## config.mk

```make
export PLATFORM = sky130hd
export DESIGN_NAME = hsv_hue_saturation_adjust
export DESIGN_NICKNAME = d
export VERILOG_FILES = /design/src/hdl/hsa_pkg.sv /design/src/hdl/hsa_div.sv /design/src/hdl/hsa_front.sv /design/src/hdl/hsa_queue.sv /design/src/hdl/hsa_back.sv /design/src/hdl/hsv_hue_saturation_adjust.sv
export SDC_FILE = /design/constraint.sdc
export NUM_CORES = 2
export LEC_CHECK = 0
export ABC_AREA = 1
export BUFFER_PORTS_ARGS = -buffer_cell sky130_fd_sc_hd__buf_2
export CORE_ASPECT_RATIO = 1.25
export CORE_MARGIN = 2
export CORE_UTILIZATION = 60
export CTS_CLUSTER_DIAMETER = 100
export DETAILED_ROUTE_END_ITERATION = 10
export PLACE_DENSITY = 0.75
export REMOVE_ABC_BUFFERS = 1
export SYNTH_ARGS = -nofsm -noshare
export SYNTH_HDL_FRONTEND = slang
export SYNTH_SLANG_ARGS = --single-unit
export TNS_END_PERCENT = 1
```

## constraint.sdc

```tcl
create_clock -name clk -period 40.1 [get_ports clk]
set_input_delay 6.015 -clock clk [delete_from_list [all_inputs] [get_ports clk]]
set_output_delay 6.015 -clock clk [all_outputs]
set_load 0.02 [all_outputs]
```

## src/hdl/hsa_pkg.sv

```systemverilog
// ----------------------------------------------------------------------------
// hsa_pkg
// Shared types, constants and arithmetic helpers of the hue/saturation adjuster.
// ----------------------------------------------------------------------------
`default_nettype none

package hsa_pkg;

    localparam int CH_W        = 8;
    localparam int HUE_W       = 8;
    localparam int GAIN_W      = 9;
    localparam int CFG_IDX_W   = 1;
    localparam int CFG_DATA_W  = 9;
    localparam int DIV_NW      = 16;
    localparam int DIV_DW      = 9;
    localparam int DIV_QW      = 8;
    localparam int QUEUE_DEPTH = 4;
    localparam int FRONT_STAGES = 3;
    localparam int BACK_STAGES  = DIV_QW + 3;
    localparam int PIPE_CAP    = FRONT_STAGES + QUEUE_DEPTH + BACK_STAGES;

    localparam logic [CFG_IDX_W-1:0] CFG_HUE_SHIFT = 1'b0;
    localparam logic [CFG_IDX_W-1:0] CFG_SAT_GAIN  = 1'b1;

    localparam logic [GAIN_W-1:0] GAIN_RESET = 9'd256;
    localparam logic [HUE_W-1:0]  HUE_RESET  = 8'd0;

    typedef struct packed {
        logic [CH_W-1:0] in_red;
        logic [CH_W-1:0] in_green;
        logic [CH_W-1:0] in_blue;
        logic [CH_W-1:0] in_alpha;
    } in_pix_t;

    typedef struct packed {
        logic [CH_W-1:0] out_red;
        logic [CH_W-1:0] out_green;
        logic [CH_W-1:0] out_blue;
        logic [CH_W-1:0] out_alpha;
    } out_pix_t;

    // channel holding the maximum
    typedef enum logic [1:0] {
        SEC_RED,
        SEC_GREEN,
        SEC_BLUE
    } sec_t;

    // sextant of the hue wheel
    typedef enum logic [2:0] {
        SX_0,
        SX_1,
        SX_2,
        SX_3,
        SX_4,
        SX_5
    } sx_t;

    localparam logic [HUE_W-1:0] BASE_GREEN = 8'd85;
    localparam logic [HUE_W-1:0] BASE_BLUE  = 8'd170;

    typedef struct packed {
        logic [CH_W-1:0]   red;
        logic [CH_W-1:0]   green;
        logic [CH_W-1:0]   blue;
        logic [CH_W-1:0]   alpha;
        logic [CH_W-1:0]   vmax;
        logic [DIV_NW-1:0] num_s;
        logic [DIV_NW-1:0] num_h;
        logic [DIV_DW-1:0] den_h;
        logic              neg;
        sec_t              sec;
        logic              flat;
    } qitem_t;

    function automatic logic [CH_W-1:0] sat_chan(
        input logic [CH_W-1:0]   c,
        input logic [CH_W-1:0]   gray,
        input logic [GAIN_W-1:0] gain
    );
        logic signed [9:0]  diff;
        logic signed [19:0] prod;
        logic signed [11:0] sum;
        diff = $signed({2'b00, c}) - $signed({2'b00, gray});
        prod = diff * $signed({1'b0, gain});
        sum  = $signed({4'b0000, gray}) + 12'(prod >>> 8);
        if (sum < 0)
        begin
            return '0;
        end
        else if (sum > 12'sd255)
        begin
            return 8'd255;
        end
        return sum[7:0];
    endfunction

endpackage

`default_nettype wire

```

## src/hdl/hsa_div.sv

```systemverilog
// ----------------------------------------------------------------------------
// hsa_div
// Pipelined restoring divider, one quotient bit per stage.
// ----------------------------------------------------------------------------
`default_nettype none

module hsa_div (
    input  wire logic                      clk,
    input  wire logic                      en,
    input  wire logic [hsa_pkg::DIV_NW-1:0] num,
    input  wire logic [hsa_pkg::DIV_DW-1:0] den,
    output logic      [hsa_pkg::DIV_QW-1:0] quo
);

    localparam int NW = hsa_pkg::DIV_NW;
    localparam int DW = hsa_pkg::DIV_DW;
    localparam int QW = hsa_pkg::DIV_QW;

    logic [NW-1:0] rem_reg [QW];
    logic [DW-1:0] den_reg [QW];
    logic [QW-1:0] quo_reg [QW];

    for (genvar k = 0; k < QW; k++)
    begin : g_stage
        logic [NW-1:0] rem_in;
        logic [DW-1:0] den_in;
        logic [QW-1:0] quo_in;
        logic [NW:0]   trial;
        logic          ge;
        logic [NW-1:0] rem_next;
        logic [QW-1:0] quo_next;

        if (k == 0)
        begin : g_first
            assign rem_in = num;
            assign den_in = den;
            assign quo_in = '0;
        end
        else
        begin : g_rest
            assign rem_in = rem_reg[k-1];
            assign den_in = den_reg[k-1];
            assign quo_in = quo_reg[k-1];
        end

        always_comb
        begin
            trial    = (NW+1)'(den_in) << (QW - 1 - k);
            ge       = {1'b0, rem_in} >= trial;
            rem_next = ge ? NW'({1'b0, rem_in} - trial) : rem_in;
            quo_next = quo_in;
            quo_next[QW-1-k] = ge;
        end

        always_ff @(posedge clk)
        begin
            if (en)
            begin
                rem_reg[k] <= rem_next;
                den_reg[k] <= den_in;
                quo_reg[k] <= quo_next;
            end
        end
    end

    assign quo = quo_reg[QW-1];

endmodule

`default_nettype wire

```

## src/hdl/hsa_front.sv

```systemverilog
// ----------------------------------------------------------------------------
// hsa_front
// Saturation step and HSV classification; emits division jobs to the queue.
// ----------------------------------------------------------------------------
`default_nettype none

module hsa_front (
    input  wire logic                        clk,
    input  wire logic                        rst_n,
    input  wire logic                        in_valid,
    output logic                             in_ready,
    input  wire hsa_pkg::in_pix_t            in_data,
    input  wire logic [hsa_pkg::GAIN_W-1:0]  sat_gain,
    output logic                             push_valid,
    input  wire logic                        push_ready,
    output hsa_pkg::qitem_t                  push_item
);

    logic en;

    logic                 va_reg, vb_reg, vc_reg;
    hsa_pkg::in_pix_t     pa_reg, pb_reg;
    logic [7:0]           gray_reg;
    hsa_pkg::qitem_t      qc_reg;

    logic [15:0]          gray_sum;
    logic [7:0]           sr, sg, sb;
    logic [7:0]           mx, mn, d, absn;
    logic signed [8:0]    numv;
    hsa_pkg::qitem_t      qc_next;

    assign en       = !vc_reg || push_ready;
    assign in_ready = en;

    always_comb
    begin
        gray_sum = 16'(in_data.in_red) * 16'd72 + 16'(in_data.in_green) * 16'd152
                 + 16'(in_data.in_blue) * 16'd32;
        sr = hsa_pkg::sat_chan(pa_reg.in_red, gray_reg, sat_gain);
        sg = hsa_pkg::sat_chan(pa_reg.in_green, gray_reg, sat_gain);
        sb = hsa_pkg::sat_chan(pa_reg.in_blue, gray_reg, sat_gain);
    end

    always_comb
    begin
        mx = pb_reg.in_red;
        mn = pb_reg.in_red;
        if (pb_reg.in_green > mx)
        begin
            mx = pb_reg.in_green;
        end
        if (pb_reg.in_blue > mx)
        begin
            mx = pb_reg.in_blue;
        end
        if (pb_reg.in_green < mn)
        begin
            mn = pb_reg.in_green;
        end
        if (pb_reg.in_blue < mn)
        begin
            mn = pb_reg.in_blue;
        end
        d = mx - mn;
        qc_next.red   = pb_reg.in_red;
        qc_next.green = pb_reg.in_green;
        qc_next.blue  = pb_reg.in_blue;
        qc_next.alpha = pb_reg.in_alpha;
        qc_next.vmax  = mx;
        if (pb_reg.in_red == mx)
        begin
            qc_next.sec = hsa_pkg::SEC_RED;
            numv = $signed({1'b0, pb_reg.in_green}) - $signed({1'b0, pb_reg.in_blue});
        end
        else if (pb_reg.in_green == mx)
        begin
            qc_next.sec = hsa_pkg::SEC_GREEN;
            numv = $signed({1'b0, pb_reg.in_blue}) - $signed({1'b0, pb_reg.in_red});
        end
        else
        begin
            qc_next.sec = hsa_pkg::SEC_BLUE;
            numv = $signed({1'b0, pb_reg.in_red}) - $signed({1'b0, pb_reg.in_green});
        end
        qc_next.neg   = numv[8];
        absn          = numv[8] ? 8'(-numv) : numv[7:0];
        qc_next.num_h = 16'(absn) * 16'd85;
        qc_next.num_s = 16'(d) * 16'd255;
        qc_next.den_h = {d, 1'b0};
        qc_next.flat  = (mx <= 8'd1) || (d == 8'd0);
    end

    always_ff @(posedge clk or negedge rst_n)
    begin
        if (!rst_n)
        begin
            va_reg <= 1'b0;
            vb_reg <= 1'b0;
            vc_reg <= 1'b0;
        end
        else if (en)
        begin
            va_reg <= in_valid;
            vb_reg <= va_reg;
            vc_reg <= vb_reg;
        end
    end

    always_ff @(posedge clk)
    begin
        if (en)
        begin
            pa_reg          <= in_data;
            gray_reg        <= gray_sum[15:8];
            pb_reg.in_red   <= sr;
            pb_reg.in_green <= sg;
            pb_reg.in_blue  <= sb;
            pb_reg.in_alpha <= pa_reg.in_alpha;
            qc_reg          <= qc_next;
        end
    end

    assign push_valid = vc_reg;
    assign push_item  = qc_reg;

endmodule

`default_nettype wire

```

## src/hdl/hsa_queue.sv

```systemverilog
// ----------------------------------------------------------------------------
// hsa_queue
// Short item queue between the front and back parts.
// ----------------------------------------------------------------------------
`default_nettype none

module hsa_queue (
    input  wire logic            clk,
    input  wire logic            rst_n,
    input  wire logic            push_valid,
    output logic                 push_ready,
    input  wire hsa_pkg::qitem_t push_item,
    output logic                 pop_valid,
    input  wire logic            pop_ready,
    output hsa_pkg::qitem_t      pop_item
);

    localparam int DEPTH = hsa_pkg::QUEUE_DEPTH;
    localparam int PW    = $clog2(DEPTH);
    localparam int CW    = $clog2(DEPTH + 1);

    hsa_pkg::qitem_t mem_reg [DEPTH];
    logic [PW-1:0]   wr_reg, wr_next, rd_reg, rd_next;
    logic [CW-1:0]   cnt_reg, cnt_next;
    logic            do_push, do_pop;

    assign push_ready = cnt_reg != CW'(DEPTH);
    assign pop_valid  = cnt_reg != '0;
    assign do_push    = push_valid && push_ready;
    assign do_pop     = pop_valid && pop_ready;
    assign pop_item   = mem_reg[rd_reg];

    always_comb
    begin
        wr_next  = do_push ? PW'(wr_reg + 1'b1) : wr_reg;
        rd_next  = do_pop ? PW'(rd_reg + 1'b1) : rd_reg;
        cnt_next = cnt_reg;
        if (do_push && !do_pop)
        begin
            cnt_next = CW'(cnt_reg + 1'b1);
        end
        else if (do_pop && !do_push)
        begin
            cnt_next = CW'(cnt_reg - 1'b1);
        end
    end

    always_ff @(posedge clk or negedge rst_n)
    begin
        if (!rst_n)
        begin
            wr_reg  <= '0;
            rd_reg  <= '0;
            cnt_reg <= '0;
        end
        else
        begin
            wr_reg  <= wr_next;
            rd_reg  <= rd_next;
            cnt_reg <= cnt_next;
        end
    end

    always_ff @(posedge clk)
    begin
        if (do_push)
        begin
            mem_reg[wr_reg] <= push_item;
        end
    end

endmodule

`default_nettype wire

```

## src/hdl/hsa_back.sv

```systemverilog
// ----------------------------------------------------------------------------
// hsa_back
// Saturation and hue divisions, hue offset and six-sector HSV to RGB.
// ----------------------------------------------------------------------------
`default_nettype none

module hsa_back (
    input  wire logic                       clk,
    input  wire logic                       rst_n,
    input  wire logic                       pop_valid,
    output logic                            pop_ready,
    input  wire hsa_pkg::qitem_t            pop_item,
    input  wire logic [hsa_pkg::HUE_W-1:0]  hue_shift,
    output logic                            out_valid,
    input  wire logic                       out_ready,
    output hsa_pkg::out_pix_t               out_data
);

    localparam int QW = hsa_pkg::DIV_QW;

    logic en;

    logic            dv_reg [QW];
    hsa_pkg::qitem_t sb_reg [QW];
    logic [7:0]      quo_s, quo_h;

    logic            vx_reg, vy_reg, vo_reg;
    logic [7:0]      hx_reg, sx_reg;
    hsa_pkg::qitem_t ix_reg, iy_reg;
    logic [7:0]      h_next, hq, base;

    logic [10:0]     h6;
    logic [7:0]      f;
    logic [15:0]     sf;
    logic [16:0]     sft;
    logic [2:0]      sxt_reg;
    logic [7:0]      kq_reg, kt_reg;
    logic [8:0]      ps_reg;
    logic            small_reg;

    logic [16:0]     pm, qm, tm;
    logic [7:0]      p, q, t;
    hsa_pkg::out_pix_t od_reg, od_next;

    assign en        = !vo_reg || out_ready;
    assign pop_ready = en;

    hsa_div u_div_s (
        .clk (clk),
        .en  (en),
        .num (pop_item.num_s),
        .den ({1'b0, pop_item.vmax}),
        .quo (quo_s)
    );

    hsa_div u_div_h (
        .clk (clk),
        .en  (en),
        .num (pop_item.num_h),
        .den (pop_item.den_h),
        .quo (quo_h)
    );

    always_ff @(posedge clk or negedge rst_n)
    begin
        if (!rst_n)
        begin
            for (int i = 0; i < QW; i++)
            begin
                dv_reg[i] <= 1'b0;
            end
            vx_reg <= 1'b0;
            vy_reg <= 1'b0;
            vo_reg <= 1'b0;
        end
        else if (en)
        begin
            dv_reg[0] <= pop_valid;
            for (int i = 1; i < QW; i++)
            begin
                dv_reg[i] <= dv_reg[i-1];
            end
            vx_reg <= dv_reg[QW-1];
            vy_reg <= vx_reg;
            vo_reg <= vy_reg;
        end
    end

    always_comb
    begin
        case (sb_reg[QW-1].sec)
            hsa_pkg::SEC_GREEN: base = hsa_pkg::BASE_GREEN;
            hsa_pkg::SEC_BLUE:  base = hsa_pkg::BASE_BLUE;
            default:            base = '0;
        endcase
        hq     = sb_reg[QW-1].neg ? 8'(8'd0 - quo_h) : quo_h;
        h_next = 8'(base + hq + hue_shift);
    end

    always_comb
    begin
        h6  = 11'(hx_reg) * 11'd6;
        f   = h6[7:0];
        sf  = 16'(sx_reg) * 16'(f);
        sft = 17'(sx_reg) * (17'd256 - 17'(f));
    end

    always_comb
    begin
        pm = 17'(iy_reg.vmax) * 17'(ps_reg);
        qm = 17'(iy_reg.vmax) * (17'd256 - 17'(kq_reg));
        tm = 17'(iy_reg.vmax) * (17'd256 - 17'(kt_reg));
        p  = pm[15:8];
        q  = qm[15:8];
        t  = tm[15:8];
        od_next.out_alpha = iy_reg.alpha;
        if (hue_shift == '0)
        begin
            od_next.out_red   = iy_reg.red;
            od_next.out_green = iy_reg.green;
            od_next.out_blue  = iy_reg.blue;
        end
        else if (small_reg)
        begin
            od_next.out_red   = iy_reg.vmax;
            od_next.out_green = iy_reg.vmax;
            od_next.out_blue  = iy_reg.vmax;
        end
        else
        begin
            case (hsa_pkg::sx_t'(sxt_reg))
                hsa_pkg::SX_0:
                begin
                    od_next.out_red   = iy_reg.vmax;
                    od_next.out_green = t;
                    od_next.out_blue  = p;
                end
                hsa_pkg::SX_1:
                begin
                    od_next.out_red   = q;
                    od_next.out_green = iy_reg.vmax;
                    od_next.out_blue  = p;
                end
                hsa_pkg::SX_2:
                begin
                    od_next.out_red   = p;
                    od_next.out_green = iy_reg.vmax;
                    od_next.out_blue  = t;
                end
                hsa_pkg::SX_3:
                begin
                    od_next.out_red   = p;
                    od_next.out_green = q;
                    od_next.out_blue  = iy_reg.vmax;
                end
                hsa_pkg::SX_4:
                begin
                    od_next.out_red   = t;
                    od_next.out_green = p;
                    od_next.out_blue  = iy_reg.vmax;
                end
                default:
                begin
                    od_next.out_red   = iy_reg.vmax;
                    od_next.out_green = p;
                    od_next.out_blue  = q;
                end
            endcase
        end
    end

    always_ff @(posedge clk)
    begin
        if (en)
        begin
            sb_reg[0] <= pop_item;
            for (int i = 1; i < QW; i++)
            begin
                sb_reg[i] <= sb_reg[i-1];
            end
            ix_reg    <= sb_reg[QW-1];
            hx_reg    <= h_next;
            sx_reg    <= sb_reg[QW-1].flat ? 8'd0 : quo_s;
            iy_reg    <= ix_reg;
            sxt_reg   <= h6[10:8];
            kq_reg    <= sf[15:8];
            kt_reg    <= sft[15:8];
            ps_reg    <= 9'd256 - 9'(sx_reg);
            small_reg <= sx_reg <= 8'd1;
            od_reg    <= od_next;
        end
    end

    assign out_valid = vo_reg;
    assign out_data  = od_reg;

endmodule

`default_nettype wire

```

## src/hdl/hsv_hue_saturation_adjust.sv

```systemverilog
// ----------------------------------------------------------------------------
// hsv_hue_saturation_adjust
// RGBA8 hue rotation and saturation gain, one pixel per clock unless stalled.
// ----------------------------------------------------------------------------
// in_valid/in_ready carry one RGBA8 pixel per item, out_valid/out_ready one
// adjusted pixel per item, in order. cfg_write with cfg_index selects
// hue_shift (index 0) or saturation_gain (index 1); write only while idle.
// Throughput is one item per cycle unless the output stalls: every unit is
// fully pipelined, the two divisions in eight-stage restoring dividers of one
// quotient bit each. Input to output: three front stages (the first loaded
// at the accept edge), the queue, eight divider stages, hue offset, sextant
// weights and the output register.
// When out_ready is low the back part holds, the four-entry queue fills,
// then the front part holds and in_ready drops; no item is lost.
// Reset clears all valid state and sets hue_shift 0, saturation_gain 256.
// ----------------------------------------------------------------------------
`default_nettype none

module hsv_hue_saturation_adjust (
    input  wire logic                            clk,
    input  wire logic                            rst_n,
    input  wire logic                            in_valid,
    output logic                                 in_ready,
    input  wire hsa_pkg::in_pix_t                in_data,
    output logic                                 out_valid,
    input  wire logic                            out_ready,
    output hsa_pkg::out_pix_t                    out_data,
    input  wire logic                            cfg_write,
    input  wire logic [hsa_pkg::CFG_IDX_W-1:0]   cfg_index,
    input  wire logic [hsa_pkg::CFG_DATA_W-1:0]  cfg_data
);

    logic [hsa_pkg::HUE_W-1:0]  hue_reg;
    logic [hsa_pkg::GAIN_W-1:0] gain_reg;

    logic            push_valid, push_ready, pop_valid, pop_ready;
    hsa_pkg::qitem_t push_item, pop_item;

    always_ff @(posedge clk or negedge rst_n)
    begin
        if (!rst_n)
        begin
            hue_reg  <= hsa_pkg::HUE_RESET;
            gain_reg <= hsa_pkg::GAIN_RESET;
        end
        else if (cfg_write)
        begin
            case (cfg_index)
                hsa_pkg::CFG_HUE_SHIFT: hue_reg  <= cfg_data[hsa_pkg::HUE_W-1:0];
                hsa_pkg::CFG_SAT_GAIN:  gain_reg <= cfg_data[hsa_pkg::GAIN_W-1:0];
                default:                ;
            endcase
        end
    end

    hsa_front u_front (
        .clk        (clk),
        .rst_n      (rst_n),
        .in_valid   (in_valid),
        .in_ready   (in_ready),
        .in_data    (in_data),
        .sat_gain   (gain_reg),
        .push_valid (push_valid),
        .push_ready (push_ready),
        .push_item  (push_item)
    );

    hsa_queue u_queue (
        .clk        (clk),
        .rst_n      (rst_n),
        .push_valid (push_valid),
        .push_ready (push_ready),
        .push_item  (push_item),
        .pop_valid  (pop_valid),
        .pop_ready  (pop_ready),
        .pop_item   (pop_item)
    );

    hsa_back u_back (
        .clk       (clk),
        .rst_n     (rst_n),
        .pop_valid (pop_valid),
        .pop_ready (pop_ready),
        .pop_item  (pop_item),
        .hue_shift (hue_reg),
        .out_valid (out_valid),
        .out_ready (out_ready),
        .out_data  (out_data)
    );

endmodule

`default_nettype wire

```

# After elaboration in Yosys (flattened, before gate mapping)
# Memory sizes are Yosys's and may differ from the RTL's. A register that Yosys moved wholly into a read port is not among the register bits.
# Cells that the tools add are included.
# op_classes
n_addsub	40
multipliers	13
magnitude_cmp	28
eq_ne	9
n_mux	50
n_bitwise	1
n_reduce_logical	18
# ops
operator	n
2-to-1 mux 16 bit	16
2-to-1 mux 8 bit	15
case mux 24 bit (5 select lines)	1
multiplier 9 x 10 -> 19 bit	3
subtractor 8 x 8 -> 9 bit	6
multiplier 8 x 17 -> 16 bit	3
>= comparator 16 x 15 -> 1 bit	3
2-to-1 mux 24 bit	2
subtractor 16 x 15 -> 16 bit	3
adder 9 x 12 -> 12 bit	3
> comparator 12 x 9 -> 1 bit (second input constant)	3
less-than comparator 12 x 1 -> 1 bit (second input constant)	3
>= comparator 16 x 10 -> 1 bit	2
>= comparator 16 x 11 -> 1 bit	2
>= comparator 16 x 12 -> 1 bit	2
>= comparator 16 x 13 -> 1 bit	2
>= comparator 16 x 14 -> 1 bit	2
>= comparator 16 x 9 -> 1 bit	2
subtractor 16 x 10 -> 16 bit	2
subtractor 16 x 11 -> 16 bit	2
subtractor 16 x 12 -> 16 bit	2
subtractor 16 x 13 -> 16 bit	2
subtractor 16 x 14 -> 16 bit	2
subtractor 16 x 9 -> 16 bit	2
other kinds (44)	74
# totals
register_bits	342
ramBits	1540
inputBits	47
out_inout_bits	34
elab_cells	226
memories	8
# memory_table
name	depth	width	rd	rd_clocked_by_memory_dff	wr	line_no	source
u_back.sb_reg	8	85	8	0	8	hsa_back.sv:24	hsa_pkg::qitem_t sb_reg [QW];
u_queue.mem_reg	4	83	1	0	1	hsa_queue.sv:22	hsa_pkg::qitem_t mem_reg [DEPTH];
u_back.u_div_h.rem_reg	8	16	7	0	8	hsa_div.sv:19	logic [NW-1:0] rem_reg [QW];
u_back.u_div_s.rem_reg	8	16	7	0	8	hsa_div.sv:19	
u_back.u_div_h.den_reg	8	9	7	0	8	hsa_div.sv:20	logic [DW-1:0] den_reg [QW];
u_back.u_div_s.den_reg	8	9	7	0	8	hsa_div.sv:20	
2 more memories	-	-	-	-	-	-	

# Depth between registers and ports, before layout
# depth
word_depth	10
depth_mapped	56
ltp_nobuf	54

# Cells and area by module
# From an unflattened synthesis, not the netlist that was laid out.
# hier_totals
cells_unflattened	9049
area_unflattened_um2	89985.1
# by_module_without_submodules
module	n_inst	cells_per_inst	area_per_inst_um2	seq_area_each_um2
hsa_back	1	2620	29151.7	15559.9
hsa_front	1	2457	21668.3	4699.5
hsa_queue	1	1051	13835.8	10385.0
hsa_div (u_back.u_div_h)	1	1425	12330.6	6336.1
hsa_div (u_back.u_div_s)	1	1422	12304.3	6336.1
hsv_hue_saturation_adjust	1	74	694.4	426.7

# Worst setup path before layout
# Ideal clock, no wire load.
# synth_timing
kind	input -> register
from	input out_ready
to	register u_back.dv_reg[1] (netlist name)
setup_ns	1.051
arrival_time_ns	30.126
t_required_ns	39.049
setup_slack_ns	8.924
stages	4
path_buffers	1
cell_sequence	inv_1 > nand2_1 > clkbuf_1 > a21oi_1
# synth_between
elab_chain_len	1
# synth_rtl
element	line_no	source
start: declaration	hsv_hue_saturation_adjust.sv:26	input wire logic out_ready,
logical OR 1 bit	hsa_back.sv:45	assign en = !vo_reg || out_ready;
end signal: indexed assignment	hsa_back.sv:81	dv_reg[i] <= dv_reg[i-1];
end: declaration	hsa_back.sv:23	logic dv_reg [QW];
# No other way between the ends.
# A chain may end at the register's enable or synchronous reset.

==> summary.md <==
| Metric | Value |
|---|---|
| Outcome | finished, violations left |
| Failing checks | design-rule violations |
| Max clock buf depth | 3 |
| Clock latency at the later pin of the worst-skew pair | 0.77 ns |
| Post-DR wirelength/cell | 18.2 microns |
| Most frequent cell after synthesis | edfxtp_1 |
| Gr ovfl total | 0 |
| Pin count of the biggest net entering global routing | 198 |
| Main synth FF type | edfxtp_1 |
| Final hold viol count | 0 |
| Final Setup Violations | 0 |
| Die ar. | 136000 sq um |
| Vias in the first global route | 52.7k |
| Synth Area in Compound Gates | 0.0692 |
| R2r setup slk | 29.97 ns |
| Reg-to-reg startpoint | u_front.pb_reg[22] |
| Layout cells sized above 1 | 0.0591 |
| Synth area leader | edfxtp_1 |
| Top-level I/O count | 81 |
| Max-slew violation count | 0 |
| Final WL | 167000 microns |
| Hold Crit Class | reg -> reg |
| Post-Synthesis Cells | 7221 |
| Area of the mapped netlist | 80000 sq um |
| Slew margin rel. | 0.252 |
| Adder-Cell Fraction of Synth Area | 0.209 |
| DIE WIDTH | 331 microns |
| Worst Hold Path EP | u_front.push_item[58] |
| FILL cells | 9716 |
| Multi-input logic area | 33700 sq um |
| Clock sinks | 1374 |
| Post-CTS Setup Bufs | 0 |
| CP max FO | 16 |
| Yosys cell types | 69 |
| Worst path most repeated cell | nand2_1 |
| Post-route ant nets | 0 |
| Post-synth top area share | 0.501 |
| Critical path arrival | 10.65 ns |
| Initial DRC Count | 3523 |
| Starting Density | 0.605 |
| CTS tree | yes |
| Clk slew on worst S/H paths | 0.06 ns |
| Num rows | 149 |
| Clock skew | 0.0605 ns |
| DRC | 1 |
| RR Endpoint | u_front.push_item[44] |
| CTS Buf Count | 134 |
| Warnings from Yosys | 0 |
| Ratio of final minimum period to clock period | 0.253 |
| Multiplexer share of the synthesized area | 0.000672 |
| Initial antenna violation count | 1 |
| Diode count | 0 |
| Ys async rst share | 0.0277 |
| Req. time, crit path | 40.62 ns |
| Number of max-cap violations | 0 |
| Area contributors post-synth | edfxtp_1 50%, ha_1 11%, fa_1 10% |
| Fmax | 98.7 MHz |
| Number of synthesized flops with an enable pin | 1336 |
| Detailed-placement wirelength estimate | 123000 microns |
| Via density | 5.55 |
| Gp weighted congestion | 0.939 |
| Largest family of logic cells by synthesized area | adder cells |
| Area Growth Syn to Fin | 8.46% |
| Final TNS setup | 0 ns |
| CP max stage delay | 0.67 ns |
| Post-synthesis simple-gate area fraction | 0.108 |
| Clock root cell | clkbuf_16 |
| First-pass GRT wire length | 268000 microns |
| Least-Margin Pin Slew | 1.11 ns |
| Most common library cells after synthesis | 1336 x edfxtp_1, 1203 x inv_1, 1035 x nand2_1 |
| Hold Crit Depth | 0 |
| Core area | 132000 sq um |
| Post-CTS sizing | 0 |
| Syn Area/Cell | 11.1 sq um |
| Pre-Repair DR Iteration Count | 10 |
| DR vias | 50.9k |
| Port bufs | 80 |
| Fin area | 86800 sq um |
| CP endpoint kind | flip-flop |
| Sequential cell area fraction in the yosys report | 0.513 |
| Final net count | 8464 |
| Placement Cell Area | 82300 sq um |
| Chip Height | 412 microns |
| Post-Synth XOR/XNOR Area | 0.0341 |
| H-tree levels | 4 |
| CP Class | reg -> reg |
| Clock period minus worst slack | 10.13 ns |
| CP max-delay cell | fa_1 |
| RSZ-0062 raised after global routing | false |
| Startpoint class of the critical path | flip-flop |
| Post-CTS Hold Buffers | 0 |
| Worst r2r path cells | 44 |
| Register area | 41100 sq um |
| Tot GR Track Use | 0.251 |
| Number of flip-flops under the largest register name | 328 |
| Synth Register Bits | 1374 |
| Hold Path Origin | u_front.pb_reg[5] |
[critical path, delay by kind of cell, from the launching register on]
kind	cells	cell delay, ns
AOI/OAI and AO/OA	9	2.07
xor gates and xnor gates	2	0.60
adders and majority gates	9	3.70
buffers and inverters	7	0.73
DFF	1	0.52
and+or+nand+nor	17	2.27
[cell type report]
| cell class | count | area share |
|---|---|---|
| inverters | 1224 | 0.0530 |
| multi-input cells | 4468 | 0.389 |
| well taps | 1736 | 0.0250 |
| flip-flops and latches | 1374 | 0.473 |
| repair buffers | 124 | 0.00856 |
| clock buffers | 163 | 0.0404 |
| clock inverters | 81 | 0.0110 |
[cell usage in the layout, fill, tap and decap left out, types with 6 or more instances in the layout]
cell type,count
o31ai_1,8
a32oi_1,18
or2_2,32
dfrtp_1,35
nand2_2,31
inv_1,1201
a221oi_1,8
bufinv_16,12
nor3_1,43
o211ai_1,15
buf_2,80
edfxtp_1,1336
a21o_1,24
ha_1,677
clkinv_1,31
a31oi_1,13
clkbuf_1,26
buf_4,43
nand3_1,164
o21ai_0,394
o22ai_1,67
inv_2,8
o21bai_1,31
xor2_1,187
nor4_1,25
clkinvlp_4,9
nand3_2,13
a211oi_1,12
fa_1,414
xnor2_1,125
nand3b_1,11
nor2_2,6
clkinv_2,25
nor2_1,633
a21oi_1,362
nand2_1,1034
nand4_1,50
clkbuf_16,135
nor2_4,7
[worst max path at each step]
| stage | slack (ns) | from | endpoint | depth (start not counted) |
|---|---|---|---|---|
| after floorplan | 12.29 | out_ready | u_queue.cnt_reg[1] | 7 |
| after global routing | 29.08 | u_front.pb_reg[22] | u_front.push_item[44] | 44 |
| after CTS | 29.97 | u_front.pb_reg[22] | u_front.push_item[44] | 44 |
| after detailed placement | 29.52 | out_ready | u_back.iy_reg[53] | 7 |
| final | 29.97 | u_front.pb_reg[22] | u_front.push_item[44] | 44 |
| after global placement | 29.62 | out_ready | u_back.out_data[0] | 7 |
[kinds of logic (layout without fill, tap and decap cells)]
group,after synthesis,after routing
and+or+nand+nor,2071,2071
buffers and inverters,1379,1592
DFF,1374,1374
adders and majority gates,1091,1091
AOI/OAI and AO/OA,989,989
xor gates and xnor gates,312,312
muxes,5,5
[metrics by stage]
step | cells | hold WS, ns | utilization | worst slack, ns
final | 9170 | 0.408 | 0.657 | 29.97
after detailed placement | 8926 | 0.405 | 0.623 | 29.52
after floorplan | 7066 | 0.400 | - | 12.29
after global placement | 8926 | 0.400 | 0.623 | 29.62
after CTS | 9170 | 0.402 | 0.657 | 29.97
after global routing | 9170 | 0.416 | 0.657 | 29.08
[routing by layer]
layer	wire length (microns)	share of wire	track usage	up-vias
met5	0	0	0	-
met2	88000	0.53	0.461	1421
li1	-	-	-	24400
met3	7910	0.047	0.0356	473
met1	61300	0.37	0.280	24700
met4	9480	0.057	0.134	0
Power is left out: the tool's default activity adds up to more than one toggle a clock period on the data nets, which glitch-free logic cannot reach.
